`src/hdl/bprs_pkg.sv`:
```
package bprs_pkg;

    localparam int MAX_THREADS = 64;
    localparam int DELAY_BITS  = 16;
    localparam int ID_W        = 6;
    localparam int CNT_W       = $clog2(MAX_THREADS + 1);

    localparam logic [31:0] DELAY_MAX32 = (32'd1 << DELAY_BITS) - 32'd1;

    typedef logic [DELAY_BITS-1:0] t_delay;
    typedef logic [ID_W-1:0]       t_id;

    typedef enum logic [2:0] {
        OP_CREATE  = 3'd0,
        OP_RESUME  = 3'd1,
        OP_SUSPEND = 3'd2,
        OP_WAIT    = 3'd3,
        OP_SELECT  = 3'd4,
        OP_TICK    = 3'd5
    } t_op;

    typedef struct packed {
        logic [2:0]  op;
        t_id         thread_id;
        logic [15:0] tick_count;
        logic        start_ready;
    } t_req;

    typedef struct packed {
        t_id        selected_id;
        logic       none_ready;
        logic [6:0] woken_count;
    } t_rsp;

    typedef enum logic [2:0] {
        CA_NONE,
        CA_CREATE,
        CA_RESUME,
        CA_SUSPEND,
        CA_WAIT,
        CA_TICK,
        CA_COMMIT
    } t_cell_act;

    // Broadcast from the controller to every cell
    typedef struct packed {
        t_cell_act act;
        t_id       thread_id;
        t_delay    delay;
        logic      start_ready;
        t_id       idle_id;
        logic      reload;
        logic      clear;
        t_id       sel_id;
    } t_cell_cmd;

    // Travels down the row: lowest round id, lowest ready id, wake count
    typedef struct packed {
        logic       rnd_found;
        t_id        rnd_id;
        logic       rdy_found;
        t_id        rdy_id;
        logic [6:0] count;
    } t_tok;

    function automatic t_delay sat_delay(logic [15:0] ticks);
        logic [31:0] t32;
        t32 = {16'd0, ticks};
        if (t32 > DELAY_MAX32) begin
            return DELAY_MAX32[DELAY_BITS-1:0];
        end
        return t32[DELAY_BITS-1:0];
    endfunction

endpackage

```
`src/hdl/bprs_cell.sv`:
```
module bprs_cell (
    input  logic               i_clk,
    input  logic               i_rst_n,
    input  bprs_pkg::t_id      i_cell_id,
    input  bprs_pkg::t_cell_cmd i_cmd,
    input  bprs_pkg::t_tok     i_tok,
    output bprs_pkg::t_tok     o_tok
);

    logic             r_ready, n_ready;
    logic             r_round, n_round;
    logic             r_woke, n_woke;
    bprs_pkg::t_delay r_delay, n_delay;
    bprs_pkg::t_tok   r_tok, n_tok;

    logic hit;
    logic tick_on;

    assign hit     = (i_cmd.thread_id == i_cell_id);
    assign tick_on = (i_cell_id != '0) && (i_cell_id < i_cmd.idle_id);

    always_comb begin
        n_ready = r_ready;
        n_round = r_round;
        n_delay = r_delay;
        n_woke  = r_woke;
        case (i_cmd.act)
            bprs_pkg::CA_CREATE: begin
                n_woke = 1'b0;
                if (hit) begin
                    n_delay = '0;
                    if (i_cmd.start_ready) begin
                        n_ready = 1'b1;
                        n_round = 1'b1;
                    end
                end
            end
            bprs_pkg::CA_RESUME: begin
                n_woke = 1'b0;
                if (hit) begin
                    n_ready = 1'b1;
                    n_round = 1'b1;
                end
            end
            bprs_pkg::CA_SUSPEND: begin
                n_woke = 1'b0;
                if (hit) begin
                    n_ready = 1'b0;
                    n_round = 1'b0;
                end
            end
            bprs_pkg::CA_WAIT: begin
                n_woke = 1'b0;
                if (hit) begin
                    n_delay = i_cmd.delay;
                    n_ready = 1'b0;
                    n_round = 1'b0;
                end
            end
            bprs_pkg::CA_TICK: begin
                n_woke = 1'b0;
                if (tick_on && (r_delay != '0)) begin
                    n_delay = r_delay - bprs_pkg::t_delay'(1);
                    if (r_delay == bprs_pkg::t_delay'(1)) begin
                        n_ready = 1'b1;
                        n_round = 1'b1;
                        n_woke  = 1'b1;
                    end
                end
            end
            bprs_pkg::CA_COMMIT: begin
                n_round = (i_cmd.reload ? r_ready : r_round)
                        & ~(i_cmd.clear && (i_cmd.sel_id == i_cell_id));
            end
            default: begin
            end
        endcase
    end

    // Pass the running search and count on to the next cell
    always_comb begin
        n_tok           = i_tok;
        n_tok.rnd_found = i_tok.rnd_found | r_round;
        n_tok.rnd_id    = i_tok.rnd_found ? i_tok.rnd_id : i_cell_id;
        n_tok.rdy_found = i_tok.rdy_found | r_ready;
        n_tok.rdy_id    = i_tok.rdy_found ? i_tok.rdy_id : i_cell_id;
        n_tok.count     = i_tok.count + {6'd0, r_woke};
    end

    always_ff @(posedge i_clk) begin
        if (!i_rst_n) begin
            r_ready <= 1'b0;
            r_round <= 1'b0;
            r_woke  <= 1'b0;
            r_delay <= '0;
        end else begin
            r_ready <= n_ready;
            r_round <= n_round;
            r_woke  <= n_woke;
            r_delay <= n_delay;
        end
    end

    always_ff @(posedge i_clk) begin
        r_tok <= n_tok;
    end

    assign o_tok = r_tok;

endmodule

```
`config.mk`:
```
export PLATFORM = sky130hd
export DESIGN_NAME = bprs_cell
export DESIGN_NICKNAME = d
export VERILOG_FILES = /design/src/hdl/bprs_pkg.sv /design/src/hdl/bprs_cell.sv
export SDC_FILE = /design/constraint.sdc
export NUM_CORES = 1
export LEC_CHECK = 0
export BUFFER_PORTS_ARGS = -buffer_cell sky130_fd_sc_hd__clkbuf_2
export CORE_ASPECT_RATIO = 2
export CORE_MARGIN = 5
export CORE_UTILIZATION = 40
export DETAILED_ROUTE_END_ITERATION = 7
export PLACE_DENSITY = 0.68
export SLEW_MARGIN = 0
export SYNTH_ARGS = -nofsm -noshare
export SYNTH_HDL_FRONTEND = slang
export SYNTH_SLANG_ARGS = --single-unit
```
`constraint.sdc`:
```
create_clock -name i_clk -period 4.75 [get_ports i_clk]
set_input_delay 0 -clock i_clk [delete_from_list [all_inputs] [get_ports i_clk]]
set_output_delay 0 -clock i_clk [all_outputs]
set_load 0.03 [all_outputs]
```
==> results.md, run 1 <==
- Initial Util: 40.6%
- Maximum ir drop on the vdd rail: 0.000272 V
- Gate power share: 19.6%
- Ports: 90
- Hold Path Class: primary input to flop
- Antenna violations before repair: 0
- Max cap viols: 0
- Crit path cell chain: nor4_4, and4_1, nand2_1, a32o_2, and3_1, a31o_2
- Rows: 39
- Final period utilization: 46.9%
- Routability cong.: 0.789
- Antenna cells: 0
- Startpoint types: flop
- Routed WL: 6250 um
- Gr ovfl total: 0
- Seq cells post-synth: 40
- Hold Buf Count CTS: 19
- DRT Pass-1 Iters: 4
- Final net count: 436
- P_sw: 0.232 mW
- Clock Pin Slew Worst Setup and Hold Paths: 0.06 ns
- Async set-reset flop share out of synthesis: 0%
- Slowest-stage cell, CP: nor4_4
- Die width: 63.4 um
- Sequential area share after synthesis: 35.1%
- Final Hold Vio Count: 0
- Internal power: 0.634 mW
- 1st-iter DRT viols: 114
- Avg Cell Area, Syn: 8.94 um2
- Setup Viol. Count Final: 0
- WS Path Type: flop to flop
- Post-synth top flop: dfxtp_1
- Number of H-tree levels: 2
- CP delay by family, top: simple AND/OR/NAND/NOR gates
- RSZ-0062 raised after global routing: no
- Syn Nets: 334
- DR top layer: met4
- Crit path max fanout: 32
- # DRC: 0
- DR vias/cell: 5.39
- Met2 wire length: 3160 um
- Slowest cell delay on critical path: 0.47 ns
- Layout cell share with drive strength beyond 1: 34.4%
- M1 WL: 2500 um
- Hpwl dp: 4660 um
- Placed Area: 0.00272 mm2
- Largest net degree at the start of global routing: 33
- Worst-skew pair later-pin latency: 0.28 ns
- Flop pwr share: 41.1%
- Setup bufs post-CTS: 0
- Clock sinks: 40
- Syn Std Cell Area: 0.00228 mm2
- Min cycle time layout: 2.23 ns
- Post-synth EDFFs: 0
- Slew Viols, Final: 0
- Synth unique cells: 48
- Highest clock rate: 449 MHz
- Max Buffers Root-to-Sink: 2
- PwrDens: 283 mW/mm2
- Die Y: 117 um
- First-pass GRT wire length: 10200 um
- GRT Util Overall: 16.8%
- CTS tree: done
- Switching portion of total power: 26.8%
- Critical Path RT: 4.93 ns
- WP buf/inv: 0
- DR WL/cell: 14.9 um
- Num CTS Buffers: 5
- Leak: 1.41 nW
- Worst-margin pin slew: 0.677 ns
- Die area: 0.00740 mm2
- Via count: 2259
- Clk pwr share: 39.3%
- Outcome: completed
- Routed length on met3: 505 um
- Synth Instances: 255
- Number of routed nets with antenna violations: 0
- Core ar.: 0.00561 mm2
- Slew headroom: 54.8%
- Crit path DAT: 2.40 ns
- Critical path endpoint category: flop
- I/O Buffers: 89
- Resized Gates After CTS: 0
- Fin Clk Skew: 0.00523 ns
- Root Buffer: clkbuf_16
- Vias in the first global route: 2262
- Layout area overhead: 34.3%
- Ys Warns: 0
- Setup total negative slack: 0 ns
- Post-Layout Inst Area: 0.00306 mm2
## logic make-up after synthesis
family | after synthesis | synth area share (%)
AOI/OAI and AO/OA | 69 | 21.7
adders and majority gates | 10 | 5.49
DFF | 40 | 35.1
xor gates and xnor gates | 20 | 7.69
buffers and inverters | 24 | 5.27
muxes | 15 | 7.25
and+or+nand+nor | 77 | 17.4
## registers in the layout (all words and copies together), names as in the netlist
| signal | flops |
|---|---|
| o_tok | 21 |
| r_delay | 16 |
| r_ready | 1 |
| r_round | 1 |
| r_woke | 1 |
## layout make-up
| cell class | count | area (um2) |
|---|---|---|
| clock inverter | 2 | 10.0 |
| multi-input combinational | 191 | 1360 |
| clock buffer | 6 | 139 |
| tap | 61 | 76.3 |
| inverter | 11 | 41.3 |
| timing repair buffer | 108 | 636 |
| fill | 489 | 2550 |
| sequential | 40 | 801 |
## worst min-delay path, stage by stage
cell	delay (ns)
clkbuf_2	0.08
a21oi_1	0.11
a211oi_1	0.07
## power groups by stage
stage | Clock [mW] | Sequential (mW) | Combinational [mW]
6_report | 0.340 | 0.356 | 0.170
3_5_place_dp | 0 | 0.363 | 0.157
2_1_floorplan | 0 | 0.388 | 0.0712
3_3_place_gp | 0 | 0.363 | 0.154
5_1_grt | 0.367 | 0.357 | 0.186
4_1_cts | 0.346 | 0.356 | 0.170
## routing by layer
metal  up-vias  global-route usage, %
met1      1022                   19.3
li1       1142                      -
met2        86                   29.0
met4         0                   5.55
met5         -                      0
met3         9                   5.39
## synthesized netlist by cell type, types with 3 or more instances
cell,number,area [um2]
xnor2_1,10,87.6
nand4_1,3,18.8
nor2b_1,3,18.8
buf_6,3,33.8
clkbuf_1,8,30.0
a32o_1,3,30.0
ha_1,10,125
nor2_1,17,63.8
nand3_1,5,25.0
and3_1,3,18.8
nand2_1,22,82.6
xor2_1,10,87.6
nor3_1,10,50.1
o21ai_0,12,60.1
inv_1,10,37.5
a31o_2,7,61.3
dfxtp_1,40,801
a21oi_1,13,65.1
a22o_1,4,35.0
o21a_1,3,22.5
mux2_2,12,135
a22oi_1,5,37.5
a211oi_1,6,45.0
nor4_1,3,18.8
mux2i_1,3,30.0
## worst paths after layout
| kind | start | endpoint | slack, ns | cells after the start |
|---|---|---|---|---|
| max reg2reg | r_delay[4]$_SDFFE_PN0P_ | r_delay[6]$_SDFFE_PN0P_ | 2.52 | 6 |
| min | i_cmd[22] | r_delay[7]$_SDFFE_PN0P_ | 0.04 | 3 |
| max | r_delay[4]$_SDFFE_PN0P_ | r_delay[6]$_SDFFE_PN0P_ | 2.52 | 6 |
| min reg2reg | r_round$_SDFFE_PN0P_ | o_tok[20]$_DFF_P_ | 0.48 | 1 |
## through the flow
| step | worst slack (ns) | instances | hold slack [ns] | util, % | power (mW) |
|---|---|---|---|---|---|
| finish | 2.52 | 419 | 0.0360 | 54.5 | 0.865 |
| detailed placement | 2.53 | 392 | 0.218 | 48.5 | 0.520 |
| global placement | 2.56 | 392 | 0.203 | 48.5 | 0.517 |
| global route | 2.41 | 419 | 0.0601 | 54.5 | 0.910 |
| floorplan | 2.89 | 255 | 0.0927 | - | 0.459 |
| CTS | 2.52 | 419 | 0.0299 | 54.5 | 0.872 |
## placed cells by master, fill, tap and decap left out, types with 6 or more instances in the layout
master and n:
nor2_1 17, a211oi_1 6, o21ai_0 12, dlygate4sd3_1 19, nand2_1 22, xnor2_1 10
inv_1 10, mux2_2 12, ha_1 10, xor2_1 10, a21oi_1 13, dfxtp_1 40
nor3_1 10, a31o_2 7, clkbuf_2 89
Note: power is estimated with default switching activity, not from simulation.
==> run 2, diff against run 1 <==
- ABC_AREA: unset -> 1
- PLACE_DENSITY: 0.68 -> 0.67
- clock period: 4.75 -> 2.1 ns (I/O delays scaled with it)
==> run 2 against run 1 <==
  * Via count grew 22%
  * Die area increased by 8.1%
  * Sequential share of layout area down 2.3 points
  * Non-clock buffer count increased by 2
  * Sequential power rose by 130%
==> results.md, run 2 <==
- Outcome: completed
- CTS tree: done
- Slew headroom: 62.3%
- Clock Pin Slew Worst Setup and Hold Paths: 0.07 ns
- First-pass GRT wire length: 11700 um
- Final period utilization: 82.8%
- Syn Std Cell Area: 0.00249 mm2
- Startpoint types: flop
- DRT Pass-1 Iters: 4
- Seq cells post-synth: 40
- Highest clock rate: 575 MHz
- Clock sinks: 40
- Max Buffers Root-to-Sink: 2
- RSZ-0062 raised after global routing: no
- Synth cell count leaders: 122 x nand2_1, 56 x nor2_1, 49 x inv_1, 40 x dfxtp_1, 28 x o21ai_0
- PwrDens: 675 mW/mm2
- Routability cong.: 0.821
- Setup Viol. Count Final: 0
- Layout area overhead: 35.0%
- Grt met1 use: 17.6%
- Worst-margin pin slew: 0.564 ns
- Die area: 0.00799 mm2
- Final net count: 586
- Synth top area share: 32.2%
- 1st-iter DRT viols: 126
- Rows: 40
- Grt peak-use layer: met2
- Leak: 1.82 nW
- Ys Warns: 0
- Antenna violations before repair: 0
- Synth Instances: 398
- WS Path Type: flop to flop
- I/O Buffers: 89
- Worst setup path startpoint: r_delay[0]$_SDFFE_PN0P_
- Antenna cells: 0
- Sequential area share after synthesis: 32.2%
- Final non-filler cell total: 592
- DR vias/cell: 4.67
- Die Y: 122 um
- Syn Nets: 477
- Main area contributors after synthesis: dfxtp_1 32%, nand2_1 18%, nor2_1 8.4%
- Async set-reset flop share out of synthesis: 0%
- Hold Path Class: primary input to flop
- Critical Path RT: 2.29 ns
- Critical path endpoint category: flop
- Post-synth top flop: dfxtp_1
- Layout cell share with drive strength beyond 1: 23.4%
- RR Startpoint: r_delay[0]$_SDFFE_PN0P_
- Largest net degree at the start of global routing: 24
- DR WL/cell: 12.2 um
- GRT Util Overall: 19.0%
- Synth unique cells: 31
- Num CTS Buffers: 5
- Crit path max fanout: 23
- Hpwl dp: 5680 um
- Initial Util: 41.1%
- Via count: 2763
- M2 GR Usage: 37.3%
- Min cycle time layout: 1.74 ns
- Commonest cells after routing, fill and taps aside: 122 x nand2_1, 89 x clkbuf_2, 56 x nor2_1
- Root Buffer: clkbuf_16
- Met3 Usage GRT: 3.23%
- # DRC: 0
- Synth area leader: dfxtp_1
- Die width: 65.8 um
- Max cap viols: 0
- Placed Cells: 565
- Core ar.: 0.00606 mm2
- Routed WL: 7240 um
- Maximum ir drop on the vdd rail: 0.000451 V
- Gr ovfl total: 0
- Setup total negative slack: 0 ns
- Ports: 90
- Post-synth EDFFs: 0
- Slew Viols, Final: 0
- Fin Clk Skew: 0.0117 ns
- Setup bufs post-CTS: 0
- Top-count cell post-synth: nand2_1
- Number of routed nets with antenna violations: 0
- Avg Cell Area, Syn: 6.25 um2
- Crit path DAT: 1.93 ns
- Vias in the first global route: 2700
- Worst-skew pair later-pin latency: 0.29 ns
- Commonest non-fill, non-tap cell in the layout: nand2_1
- Hold Crit Start: i_cmd[26]
- Number of H-tree levels: 2
- Final Hold Vio Count: 0
- Max FFs per register: 21
run 2: changes by cell type after synthesis, sizes merged, moves of 7 or more:
cell,previous run,this run
nor2,17,60
a31o,7,0
nand3,5,24
xnor2,10,2
a21oi,13,21
o21ai,13,31
inv,10,56
mux2,12,1
nand2,22,124
run 2: final timing paths:
| check | to | slack (ns) | cells after the start |
|---|---|---|---|
| setup / recovery | r_delay[13]$_SDFFE_PN0P_ | 0.36 | 10 |
| hold / removal | r_delay[11]$_SDFFE_PN0P_ | 0.03 | 5 |
| setup reg to reg | r_delay[13]$_SDFFE_PN0P_ | 0.36 | 10 |
| hold reg to reg | r_delay[1]$_SDFFE_PN0P_ | 0.46 | 2 |
run 2: routing by layer:
metal  vias up  part of all wire (%)
met1      1211                    33
met5         -                     0
li1       1457                     -
met4         0                   3.8
met3        17                   4.7
met2        78                    58
run 2: timing repair:
| item | in CTS | in global routing |
|---|---|---|
| hold buffers | 19 | 0 |
| endpoints found under the setup margin | 0 | 0 |
| endpoints found under the hold margin | 19 | 0 |
| gates resized for setup | 0 | 0 |
run 2: kinds of logic after synthesis:
logic type	count (synthesis)	share of synthesized area, %
and+or+nand+nor	220	36.8
xor gates and xnor gates	9	3.17
DFF	40	32.2
muxes	1	0.452
AOI/OAI and AO/OA	53	11.4
buffers and inverters	65	11.1
adders and majority gates	10	5.03
run 2: critical path, stage by stage, from the launching register on:
cell     delay, ns
dfxtp_1       0.39
inv_1         0.10
ha_1          0.20
nand2_1       0.06
nor2_1        0.04
nand2_1       0.07
nand4_1       0.15
nand2_1       0.15
nand3_4       0.24
nor2_1        0.19
nor2_1        0.06
run 2: through the flow:
step                      worst slack, ns  util, %  hold WS [ns]  power [mW]  area [um2]
after floorplan                     0.595        -        0.0927        1.18        2490
after global placement              0.427     49.4         0.193        1.34        2990
after detailed placement            0.349     49.4         0.206        1.34        2990
after CTS                           0.338     55.5        0.0305        2.29        3360
after global routing                0.152     55.5        0.0710        2.39        3360
final                               0.362     55.5        0.0273        2.27        3360
run 2: cell type report:
| class | count | area [um2] |
|---|---|---|
| fillers | 633 | 2700 |
| multi-input cells | 293 | 1410 |
| flip-flops and latches | 40 | 801 |
| repair buffers | 110 | 651 |
| inverters | 57 | 214 |
| clock buffers | 6 | 139 |
| well taps | 84 | 105 |
| clock inverters | 2 | 38.8 |
run 2: report_power, final:
part	switching (mW)	internal, mW	leakage [nW]
Clock	0.319	0.595	0.0871
Sequential	0.0262	0.808	0.332
Combinational	0.319	0.202	1.40
Total	0.664	1.60	1.82
